==> config.mk <==
export PLATFORM = sky130hd
export DESIGN_NAME = mouse_motion_smoother
export DESIGN_NICKNAME = d
export VERILOG_FILES = /design/src/mms_pkg.sv /design/src/mms_divider.sv /design/src/mouse_motion_smoother.sv
export SDC_FILE = /design/constraint.sdc
export NUM_CORES = 2
export LEC_CHECK = 0
export BUFFER_PORTS_ARGS = -buffer_cell sky130_fd_sc_hd__buf_2
export CORE_MARGIN = 4
export CORE_UTILIZATION = 45
export DETAILED_ROUTE_END_ITERATION = 7
export PLACE_DENSITY = 0.67
export RECOVER_POWER = 50
export SKIP_LAST_GASP = 1
export SLEW_MARGIN = 20
export SYNTH_ARGS = -nofsm -noshare
export SYNTH_HDL_FRONTEND = slang
export SYNTH_SLANG_ARGS = --single-unit
export TNS_END_PERCENT = 10
==> constraint.sdc <==
create_clock -name clock -period 9.9 [get_ports clock]
set_input_delay 0.495 -clock clock [delete_from_list [all_inputs] [get_ports clock]]
set_output_delay 0.495 -clock clock [all_outputs]
set_load 0.1 [all_outputs]
==> src/mms_pkg.sv <==
`timescale 1ns / 1ps
// Shared types and constants of the pointer motion smoother.
// Used by mms_divider and mouse_motion_smoother; depends on nothing.
package mms_pkg;

   localparam int HIST_DEPTH = 10;
   localparam int IDX_W      = $clog2(HIST_DEPTH);
   localparam int POS_W      = 16;
   localparam int MOV_W      = POS_W + 1;
   localparam int WT_W       = 17;
   localparam int SMOOTH_W   = 16;
   localparam int WT_FRAC    = 16;
   localparam int SUMW_W     = WT_W + $clog2(HIST_DEPTH);
   localparam int ACC_W      = MOV_W + SUMW_W;
   localparam int MAG_W      = ACC_W - 1;
   localparam int OUT_FRAC   = 8;
   localparam int NUM_W      = MAG_W + OUT_FRAC + 2;
   localparam int DEN2_W     = SUMW_W + 1;
   localparam int QUO_W      = 25;
   localparam int QCNT_W     = $clog2(QUO_W + 1);
   localparam int MUL_W      = WT_W + 1;
   localparam int PROD_W     = 2 * MUL_W;
   localparam int REQ_DATA_W = 56;
   localparam int RSP_DATA_W = 72;
   localparam int CSR_IDX_W  = 1;
   localparam int CSR_DATA_W = 16;

   localparam logic [WT_W-1:0]     WT_ONE       = WT_W'(65536);
   localparam logic [SMOOTH_W-1:0] SMOOTH_RESET = SMOOTH_W'(32768);
   localparam logic [QUO_W-1:0]    MOVE_LIMIT   = QUO_W'(16776960);

   localparam logic [CSR_IDX_W-1:0] CSR_SMOOTHING = 1'b0;
   localparam logic [CSR_IDX_W-1:0] CSR_VISIBLE   = 1'b1;

   typedef enum logic [1:0] {
      OP_MX = 2'b00,
      OP_MY = 2'b01,
      OP_WT = 2'b10
   } op_type;

   typedef struct packed {
      logic busy;
      logic done;
   } div_stat_type;

endpackage

==> src/mms_divider.sv <==
`timescale 1ns / 1ps
// Restoring divider, one quotient bit per cycle, with round-to-nearest numerator.
// Depends on mms_pkg.
module mms_divider (
   input  logic                             clock,
   input  logic                             reset,
   input  logic                             start,
   input  logic [mms_pkg::MAG_W-1:0]        num_mag,
   input  logic [mms_pkg::SUMW_W-1:0]       den,
   output mms_pkg::div_stat_type            stat,
   output logic [mms_pkg::QUO_W-1:0]        quo
);

   logic [mms_pkg::NUM_W-1:0]  numer;
   logic [mms_pkg::DEN2_W-1:0] rem_ff;
   logic [mms_pkg::DEN2_W-1:0] dsr_ff;
   logic [mms_pkg::QUO_W-1:0]  low_ff;
   logic [mms_pkg::QCNT_W-1:0] cnt_ff;
   logic                       busy_ff;
   logic                       done_ff;
   logic [mms_pkg::DEN2_W:0]   trial;
   logic [mms_pkg::DEN2_W:0]   diff;

   // 2 * mag * 256 + den
   assign numer = {1'b0, num_mag, {(mms_pkg::OUT_FRAC + 1){1'b0}}}
                  + mms_pkg::NUM_W'(den);
   assign trial = {rem_ff, low_ff[mms_pkg::QUO_W-1]};
   assign diff  = trial - {1'b0, dsr_ff};

   always_ff @(posedge clock) begin
      if (reset) begin
         busy_ff <= 1'b0;
         done_ff <= 1'b0;
         cnt_ff  <= '0;
      end else begin
         done_ff <= 1'b0;
         if (start) begin
            busy_ff <= 1'b1;
            cnt_ff  <= mms_pkg::QCNT_W'(mms_pkg::QUO_W);
         end else if (busy_ff) begin
            cnt_ff <= cnt_ff - 1'b1;
            if (cnt_ff == mms_pkg::QCNT_W'(1)) begin
               busy_ff <= 1'b0;
               done_ff <= 1'b1;
            end
         end
      end
   end

   always_ff @(posedge clock) begin
      if (start) begin
         rem_ff <= numer[mms_pkg::NUM_W-1:mms_pkg::QUO_W];
         low_ff <= numer[mms_pkg::QUO_W-1:0];
         dsr_ff <= {den, 1'b0};
      end else if (busy_ff) begin
         if (!diff[mms_pkg::DEN2_W]) begin
            rem_ff <= diff[mms_pkg::DEN2_W-1:0];
            low_ff <= {low_ff[mms_pkg::QUO_W-2:0], 1'b1};
         end else begin
            rem_ff <= trial[mms_pkg::DEN2_W-1:0];
            low_ff <= {low_ff[mms_pkg::QUO_W-2:0], 1'b0};
         end
      end
   end

   assign stat.busy = busy_ff;
   assign stat.done = done_ff;
   assign quo       = low_ff;

endmodule

==> src/mouse_motion_smoother.sv <==
`timescale 1ns / 1ps
// Pointer motion smoother: geometric weighted average over a ring of movements.
// Each tick is a multiply-accumulate pass over the history on one shared 18x18
// multiplier, then an x and a y quotient on the bit-serial divider, then a registered
// result beat; no new tick is taken until the last one's beat is registered, and a held result stalls.
// Synchronous reset clears history, button levels, reference point and config.
// Depends on mms_pkg and mms_divider.
module mouse_motion_smoother (
   input  logic                                clock,
   input  logic                                reset,
   input  logic                                req_tvalid,
   output logic                                req_tready,
   // pos_x[15:0], pos_y[31:16], left_down[32], right_down[33], wheel_in[49:34]
   input  logic [mms_pkg::REQ_DATA_W-1:0]      req_tdata,
   output logic                                rsp_tvalid,
   input  logic                                rsp_tready,
   // move_x[24:0], move_y[49:25], left_press[50], left_release[51],
   // right_press[52], right_release[53], wheel_out[69:54]
   output logic [mms_pkg::RSP_DATA_W-1:0]      rsp_tdata,
   input  logic                                csr_we,
   input  logic [mms_pkg::CSR_IDX_W-1:0]       csr_addr,
   input  logic [mms_pkg::CSR_DATA_W-1:0]      csr_wdata
);

   typedef enum logic [7:0] {
      ST_IDLE = 8'b0000_0001,
      ST_MUL  = 8'b0000_0010,
      ST_ACC  = 8'b0000_0100,
      ST_DXS  = 8'b0000_1000,
      ST_DXW  = 8'b0001_0000,
      ST_DYS  = 8'b0010_0000,
      ST_DYW  = 8'b0100_0000,
      ST_DONE = 8'b1000_0000
   } state_type;

   state_type state_ff, state_in;
   mms_pkg::op_type op_ff, op_in;

   logic [mms_pkg::SMOOTH_W-1:0]   smoothing_ff;
   logic                           visible_ff;
   logic                           clear_hist;
   logic signed [mms_pkg::MOV_W-1:0] hist_x_ff [mms_pkg::HIST_DEPTH];
   logic signed [mms_pkg::MOV_W-1:0] hist_y_ff [mms_pkg::HIST_DEPTH];
   logic [mms_pkg::IDX_W-1:0]      newest_ff, newest_in;
   logic                           first_ff;
   logic [mms_pkg::POS_W-1:0]      ref_x_ff, ref_y_ff;
   logic                           last_left_ff, last_right_ff;

   logic [mms_pkg::IDX_W-1:0]      slot_ff, slot_in;
   logic [mms_pkg::IDX_W-1:0]      tap_ff, tap_in;
   logic [mms_pkg::WT_W-1:0]       w_ff, w_in;
   logic [mms_pkg::SUMW_W-1:0]     sum_w_ff, sum_w_in;
   logic signed [mms_pkg::ACC_W-1:0] acc_x_ff, acc_x_in, acc_y_ff, acc_y_in;
   logic signed [mms_pkg::PROD_W-1:0] prod_ff, prod_in;
   logic signed [mms_pkg::MUL_W-1:0]  mul_a, mul_b;

   logic [3:0]                     edge_ff;
   logic [mms_pkg::POS_W-1:0]      wheel_ff;
   logic [mms_pkg::QUO_W-1:0]      move_x_ff;
   logic [mms_pkg::QUO_W-1:0]      move_y_ff;
   logic                           rsp_tvalid_ff, rsp_tvalid_in;
   logic [mms_pkg::RSP_DATA_W-1:0] rsp_tdata_ff;

   logic                           accept;
   logic [mms_pkg::POS_W-1:0]      in_px, in_py, in_wheel;
   logic                           in_left, in_right;
   logic signed [mms_pkg::MOV_W-1:0] mov_x, mov_y;

   logic                           div_start;
   logic [mms_pkg::MAG_W-1:0]      div_num;
   logic [mms_pkg::ACC_W-1:0]      abs_val;
   logic                           div_neg;
   mms_pkg::div_stat_type          div_stat;
   logic [mms_pkg::QUO_W-1:0]      div_quo;
   logic [mms_pkg::QUO_W-1:0]      q_sat, move_val;

   assign in_px    = req_tdata[15:0];
   assign in_py    = req_tdata[31:16];
   assign in_left  = req_tdata[32];
   assign in_right = req_tdata[33];
   assign in_wheel = req_tdata[49:34];

   assign req_tready = (state_ff == ST_IDLE);
   assign accept     = req_tvalid && req_tready;
   assign clear_hist = csr_we && (csr_addr == mms_pkg::CSR_VISIBLE) && csr_wdata[0];

   always_comb begin
      mov_x = {in_px[15], in_px} - {ref_x_ff[15], ref_x_ff};
      mov_y = {in_py[15], in_py} - {ref_y_ff[15], ref_y_ff};
      if (visible_ff && !in_right) begin
         mov_x = '0;
         mov_y = '0;
      end
      if (newest_ff == mms_pkg::IDX_W'(mms_pkg::HIST_DEPTH - 1)) begin
         newest_in = '0;
      end else begin
         newest_in = newest_ff + 1'b1;
      end
   end

   // shared multiplier operand select
   always_comb begin
      mul_b = {1'b0, w_ff};
      case (op_ff)
         mms_pkg::OP_MX: mul_a = {hist_x_ff[slot_ff][mms_pkg::MOV_W-1], hist_x_ff[slot_ff]};
         mms_pkg::OP_MY: mul_a = {hist_y_ff[slot_ff][mms_pkg::MOV_W-1], hist_y_ff[slot_ff]};
         mms_pkg::OP_WT: mul_a = {2'b00, smoothing_ff};
         default:        mul_a = '0;
      endcase
      prod_in = mul_a * mul_b;
   end

   always_comb begin
      div_neg   = (state_ff == ST_DYS || state_ff == ST_DYW) ? acc_y_ff[mms_pkg::ACC_W-1]
                                                             : acc_x_ff[mms_pkg::ACC_W-1];
      abs_val   = (state_ff == ST_DYS) ?
                  (acc_y_ff[mms_pkg::ACC_W-1] ? -acc_y_ff : acc_y_ff) :
                  (acc_x_ff[mms_pkg::ACC_W-1] ? -acc_x_ff : acc_x_ff);
      div_num   = abs_val[mms_pkg::MAG_W-1:0];
      div_start = (state_ff == ST_DXS) || (state_ff == ST_DYS);
      q_sat     = (div_quo > mms_pkg::MOVE_LIMIT) ? mms_pkg::MOVE_LIMIT : div_quo;
      move_val  = div_neg ? -q_sat : q_sat;
   end

   always_comb begin
      state_in      = state_ff;
      op_in         = op_ff;
      slot_in       = slot_ff;
      tap_in        = tap_ff;
      w_in          = w_ff;
      sum_w_in      = sum_w_ff;
      acc_x_in      = acc_x_ff;
      acc_y_in      = acc_y_ff;
      rsp_tvalid_in = rsp_tvalid_ff && !rsp_tready;
      unique case (state_ff)
         ST_IDLE: begin
            if (accept) begin
               state_in = ST_MUL;
               op_in    = mms_pkg::OP_MX;
               slot_in  = first_ff ? newest_ff : newest_in;
               tap_in   = '0;
               w_in     = mms_pkg::WT_ONE;
               sum_w_in = '0;
               acc_x_in = '0;
               acc_y_in = '0;
            end
         end
         ST_MUL: state_in = ST_ACC;
         ST_ACC: begin
            state_in = ST_MUL;
            case (op_ff)
               mms_pkg::OP_MX: begin
                  acc_x_in = acc_x_ff + mms_pkg::ACC_W'(prod_ff);
                  op_in    = mms_pkg::OP_MY;
               end
               mms_pkg::OP_MY: begin
                  acc_y_in = acc_y_ff + mms_pkg::ACC_W'(prod_ff);
                  op_in    = mms_pkg::OP_WT;
               end
               default: begin
                  sum_w_in = sum_w_ff + mms_pkg::SUMW_W'(w_ff);
                  w_in     = prod_ff[mms_pkg::WT_FRAC+mms_pkg::WT_W-1:mms_pkg::WT_FRAC];
                  op_in    = mms_pkg::OP_MX;
                  tap_in   = tap_ff + 1'b1;
                  slot_in  = (slot_ff == '0) ? mms_pkg::IDX_W'(mms_pkg::HIST_DEPTH - 1)
                                             : slot_ff - 1'b1;
                  if (tap_ff == mms_pkg::IDX_W'(mms_pkg::HIST_DEPTH - 1)) begin
                     state_in = ST_DXS;
                  end
               end
            endcase
         end
         ST_DXS: state_in = ST_DXW;
         ST_DXW: if (div_stat.done) state_in = ST_DYS;
         ST_DYS: state_in = ST_DYW;
         ST_DYW: if (div_stat.done) state_in = ST_DONE;
         ST_DONE: begin
            if (!rsp_tvalid_ff || rsp_tready) begin
               rsp_tvalid_in = 1'b1;
               state_in      = ST_IDLE;
            end
         end
         default: state_in = ST_IDLE;
      endcase
   end

   always_ff @(posedge clock) begin
      if (reset) begin
         state_ff      <= ST_IDLE;
         op_ff         <= mms_pkg::OP_MX;
         smoothing_ff  <= mms_pkg::SMOOTH_RESET;
         visible_ff    <= 1'b1;
         newest_ff     <= '0;
         first_ff      <= 1'b1;
         ref_x_ff      <= '0;
         ref_y_ff      <= '0;
         last_left_ff  <= 1'b0;
         last_right_ff <= 1'b0;
         rsp_tvalid_ff <= 1'b0;
         w_ff          <= mms_pkg::WT_ONE;
         sum_w_ff      <= '0;
         tap_ff        <= '0;
         slot_ff       <= '0;
      end else begin
         state_ff      <= state_in;
         op_ff         <= op_in;
         rsp_tvalid_ff <= rsp_tvalid_in;
         w_ff          <= w_in;
         sum_w_ff      <= sum_w_in;
         tap_ff        <= tap_in;
         slot_ff       <= slot_in;
         if (csr_we) begin
            unique case (csr_addr)
               mms_pkg::CSR_SMOOTHING: smoothing_ff <= csr_wdata;
               mms_pkg::CSR_VISIBLE:   visible_ff   <= csr_wdata[0];
               default: ;
            endcase
         end
         if (accept) begin
            first_ff      <= 1'b0;
            last_left_ff  <= in_left;
            last_right_ff <= in_right;
            if (!first_ff) newest_ff <= newest_in;
            if (visible_ff) begin
               ref_x_ff <= in_px;
               ref_y_ff <= in_py;
            end
         end
      end
   end

   always_ff @(posedge clock) begin
      if (reset || clear_hist) begin
         for (int i = 0; i < mms_pkg::HIST_DEPTH; i++) begin
            hist_x_ff[i] <= '0;
            hist_y_ff[i] <= '0;
         end
      end else if (accept && !first_ff) begin
         hist_x_ff[newest_in] <= mov_x;
         hist_y_ff[newest_in] <= mov_y;
      end
   end

   always_ff @(posedge clock) begin
      prod_ff  <= prod_in;
      acc_x_ff <= acc_x_in;
      acc_y_ff <= acc_y_in;
      if (accept) begin
         edge_ff  <= {!in_right && last_right_ff, in_right && !last_right_ff,
                      !in_left && last_left_ff, in_left && !last_left_ff};
         wheel_ff <= in_wheel;
      end
      if (state_ff == ST_DXW && div_stat.done) begin
         move_x_ff <= move_val;
      end
      if (state_ff == ST_DYW && div_stat.done) begin
         move_y_ff <= move_val;
      end
      if (state_ff == ST_DONE && (!rsp_tvalid_ff || rsp_tready)) begin
         rsp_tdata_ff <= {2'b00, wheel_ff, edge_ff, move_y_ff, move_x_ff};
      end
   end

   mms_divider u_div (
      .clock   (clock),
      .reset   (reset),
      .start   (div_start),
      .num_mag (div_num),
      .den     (sum_w_ff),
      .stat    (div_stat),
      .quo     (div_quo)
   );

   assign rsp_tvalid = rsp_tvalid_ff;
   assign rsp_tdata  = rsp_tdata_ff;

   a_busy_after_beat: assert property (@(posedge clock) disable iff (reset)
      accept |=> !req_tready)
      else $error("block ready straight after an accepted beat");

   a_weight_bound: assert property (@(posedge clock) disable iff (reset)
      w_ff <= mms_pkg::WT_ONE)
      else $error("weight above one");

   a_den_floor: assert property (@(posedge clock) disable iff (reset)
      (state_ff == ST_DXS) |-> (sum_w_ff >= mms_pkg::SUMW_W'(mms_pkg::WT_ONE)))
      else $error("weight sum below one at divide");

   a_div_done_place: assert property (@(posedge clock) disable iff (reset)
      div_stat.done |-> (state_ff == ST_DXW || state_ff == ST_DYW))
      else $error("divider finished outside a wait state");

   a_div_start_idle: assert property (@(posedge clock) disable iff (reset)
      div_start |-> !div_stat.busy)
      else $error("divider started while busy");

   a_rsp_hold: assert property (@(posedge clock) disable iff (reset)
      (rsp_tvalid && !rsp_tready) |=> (rsp_tvalid && $stable(rsp_tdata)))
      else $error("result beat changed while waiting");

endmodule

# After elaboration in Yosys (flattened, before gate mapping)
# Memories as Yosys holds them, arrays and structs flattened. A register that Yosys moved wholly into a read port is not among the register bits.
# Index checks and enable logic that the tools add are counted.
[word_totals]
regBits = 440
mem_bits_rw = 340
input_bits = 78
output_inout_bits = 74
mem_count = 2
[mem_list]
columns = ["name", "depth", "width", "read_ports", "rd_ports_with_merged_regs", "wr", "line_no", "text"]
rows = [
  ["hist_x_ff", 10, 17, 1, 1, 10, "mouse_motion_smoother.sv:42", "logic signed [mms_pkg::MOV_W-1:0] hist_x_ff [mms_pkg::HIST_DEPTH];"],
  ["hist_y_ff", 10, 17, 1, 1, 10, "mouse_motion_smoother.sv:43", "logic signed [mms_pkg::MOV_W-1:0] hist_y_ff [mms_pkg::HIST_DEPTH];"],
]
[op_classes]
n_mux = 68
bitwise = 2
multipliers = 1
reduce_logical = 41
n_addsub = 14
order_cmp = 1
n_eq_ne = 20
[op_table]
columns = ["cell", "count"]
rows = [
  ["$pmux W38 S2", 2],
  ["$mux W38", 3],
  ["$mux W37", 3],
  ["$mux W17", 6],
  ["$mux W25", 4],
  ["$add A38 B36 Y38", 2],
  ["$neg A37 Y37", 2],
  ["$mux W22", 3],
  ["$pmux W8 S8", 1],
  ["$mux W4", 15],
  ["$pmux W18 S3", 1],
  ["$add A46 B21 Y47", 1],
  ["$mux W21", 2],
  ["$pmux W21 S2", 1],
  ["$mul A18 B18 Y36", 1],
  ["$pmux W17 S2", 1],
  ["$reduce_or A17 Y1", 2],
  ["$sub A16 B16 Y17", 2],
  ["$mux W8", 4],
  ["$gt A25 B24 Y1 const B", 1],
  ["$neg A25 Y25", 1],
  ["$sub A23 B22 Y23", 1],
  ["$add A21 B17 Y21", 1],
  ["$pmux W4 S2", 2],
  ["other kinds (33)", 85],
]

# Depth between registers and ports, before layout
[logic_depth]
depth_word = 8
depth_mapped = 33

# Cells and area by module
# A second synthesis with hierarchy kept.
[unflattened]
cells_unflattened = 5174
hier_area_um2 = 59641.0
[modules_own_cells]
columns = ["module", "instances", "cells_per_inst", "area_each_um2"]
rows = [
  ["mouse_motion_smoother", 1, 4659, 54260.8],
  ["mms_divider", 1, 515, 5380.2],
]

# Least setup slack after synthesis
# No wires, ideal clock.
[synth_path]
path_type = "reg2reg"
start = "register with a tool-made name"
end = "register prod_ff[34] (netlist bit)"
setup_time_ns = 0.072
period_less_slack_ns = 8.746
path_slack_ns = 1.154
t_arrival_ns = 8.673
stages_incl_launch_ff = 32
path_cell_list = "dfxtp_1 > buf_2 > buf_1 > buf_1 > mux4_2 > mux4_2 > inv_1 > o22ai_1 > clkbuf_1 > and2_1 > fa_1 > inv_1 > fa_1 > fa_1 > inv_1 > fa_1 > fa_1 > inv_1 > fa_1 > inv_1 > ha_1 > or3_1 > o21ai_0 > a21oi_1 > a22o_1 > o32ai_1 > o31ai_1 > o41a_1 > nand4_1 > nand4b_1 > a21oi_1 > xnor2_1"
[synth_rtl]
columns = ["item", "line_no", "text"]
rows = [
  ["end signal: assignment", "mouse_motion_smoother.sv:245", "prod_ff <= prod_in;"],
  ["end: declaration", "mouse_motion_smoother.sv:54", "logic signed [mms_pkg::PROD_W-1:0] prod_ff, prod_in;"],
]

==> reports/results.txt <==
wirelength, routed = 156 mm
Setup Buffers After CTS = 0
pwr/cell area = 165 nW/um^2
slowest CP cell = mux4_2
Largest stage delay, worst path = 580 ps
cell count after synthesis = 5,206
slew at the pin with the worst max-slew slack = 3710 ps
DRC viols = 0
Mapped Area = 59,200 um^2
layout cell share with drive strength beyond 1 = 9.89%
# setup viols final = 0
TNS Setup = 0 ps
outcome = finished, violations left
Die Area = 137,000 um^2
fmax = 111 MHz
synth-to-layout area growth = 11.1%
Worst Clk Skew = 41.2 ps
relative slew slack = -147%
Leak = 25.8 nW
CTS Hold Bufs = 17
#FFs+latches synth = 988
Max clock buf depth = 3
post-layout util = 50.6%
Avg Vias per Cell = 5.66
final slew viol count = 817
syn avg cell area = 11.4 um^2
Seq/Total Area, Yosys = 47.4%
count of cell types in the netlist = 84
CP Class = flop to flop
EDFF count, synth = 828
NumNets Final = 6,007
startpoint class of the critical path = flop
Async SR Flop Fraction = 0%
first-pass GRT wire length = 240 mm
overall power = 10.9 mW
post_cts resized = 0
failing checks = capacitance limit, slew limit
CP Max Fanout = 33
chip width = 371 um
initial drt markers = 3,946
Worst-Skew Late Latency = 710 ps
CP Capture Type = flop
largest delay contributor family on the critical path = adder cells
Area after DPL = 62,300 um^2
dpl hpwl = 110 mm
Main synth FF type = edfxtp_1
post-layout min period = 9050 ps
Hold Path Class = input port to flop
pre-CTS WS = 828 ps
crit path DAT = 9660 ps
CP required = 10,510 ps
fin worst setup slack = 850 ps
largest cells by area after synthesis = edfxtp_1, fa_1, mux4_2
initial core utilization = 45.5%
worst vdd ir = 0.000141 V
Core Footprint = 130,000 um^2
Max H-tree Level = 3
Yosys top cell area share = 42.0%
routability congestion estimate = 0.904
WL/cell = 21.7 um
largest net degree at the start of global routing = 76
smallest hold slack = 41.1 ps
io pins = 152
gr usage total = 22.6%
dpl cells = 6,992
final worst-path cycle share = 91.4%
Final Hold Fails = 0
worst path bufs/invs = 6
Yosys top cell by area = edfxtp_1
CTS Buf Count = 101
Critical Path Most Common Cell = fa_1
CTS tree = yes
CTS clk-pin slew, worst paths = 60 ps
vias in the first global route = 40,500
routed vias = 40,800
row cnt = 132
Ys Warns = 0
antenna violations before repair = 7
number of I/O port buffers = 143
# fillers = 11,600
most common library cells after synthesis = edfxtp_1, nor2_1, inv_1, nand2_1, fa_1
grt total ovfl = 0
Die Ht = 371 um
CTS Root Cell = clkbuf_16
CTS sink count = 988
max cap viols = 22
DRT Pass-1 Iters = 6
Post-Layout Cell Count = 7,202
fin area = 65,800 um^2
RSZ-0062 raised after global routing = no
count leader, synth = edfxtp_1
post-route ant nets = 0
state kept, by name, summed over array words and instances (netlist names), 17 cells and up, named ones only:
register / cells
acc_x_ff: 38
sum_w_ff: 21
w_ff: 17
move_y_ff: 25
prod_ff: 36
u_div.quo: 25
hist_x_ff: 272
u_div.dsr_ff: 21
move_x_ff: 25
rsp_tdata: 70
u_div.rem_ff: 22
acc_y_ff: 38
hist_y_ff: 272
cells in the final DEF (no fill, tap or decap), drive strengths merged, types with 44 or more instances in the layout:
| master | count |
|---|---|
| ha | 252 |
| mux4 | 170 |
| a21o | 69 |
| a21oi | 279 |
| fa | 307 |
| nor2 | 556 |
| buf | 145 |
| clkbuf | 236 |
| dfxtp | 160 |
| xor2 | 105 |
| nor3 | 84 |
| nand2b | 54 |
| and2 | 142 |
| inv | 524 |
| nor2b | 44 |
| nand3 | 94 |
| nand2 | 510 |
| xnor2 | 158 |
| edfxtp | 828 |
| o21ai | 156 |
metal layers:
layer  global-route usage (%)  vias to the layer above  part of all wire (%)
li1                         -                    18500                     -
met1                     31.0                    20400                    41
met2                     37.1                     1579                    47
met3                     4.03                      254                   8.8
met4                     6.51                        4                   3.0
met5                        0                        -                 0.017
worst paths after layout:
| kind | endpoint | from | slack, ps | cells past startpoint |
|---|---|---|---|---|
| min | smoothing_ff[15] | csr_wdata[15] | 40 | 3 |
| max | prod_ff[35] | flop | 850 | 29 |
| min reg2reg | rsp_tdata[0] | move_x_ff[0] | 410 | 0 |
| max reg2reg | prod_ff[35] | flop | 850 | 29 |
cells by family after synthesis:
logic type,Yosys count,synth area share (%)
buffers and inverters,753,4.82
adder cells (fa/ha/maj),559,15.7
XOR/XNOR,263,3.89
multiplexers,209,7.14
AND/OR/NAND/NOR,1654,12.8
AO/OA/AOI/OAI,779,8.22
flip-flops,988,47.4
other,1,0.00633
power breakdown:
part	switching, mW	internal (mW)	total, mW
sequential	0.187	4.72	4.90
combinational	1.20	0.697	1.90
clock	1.66	2.41	4.07
area by class of cell:
type                       instances  area (um^2)  share of cell area [%]
inverter                         522         1960                    2.98
clock inverter                    50          654                   0.994
sequential                       988        28100                    42.7
multi-input combinational       3500        28500                    43.3
tap                             1742         2180                    3.31
timing repair buffer             257         1520                    2.31
antenna                            2         5.00                 0.00760
clock buffer                     141         2920                    4.44
tightest hold or removal path, stage by stage:
cell,delay [ps]
buf_2,80
nand2_1,50
nand3b_1,70
No activity file was read; power rests on OpenSTA's default activity.
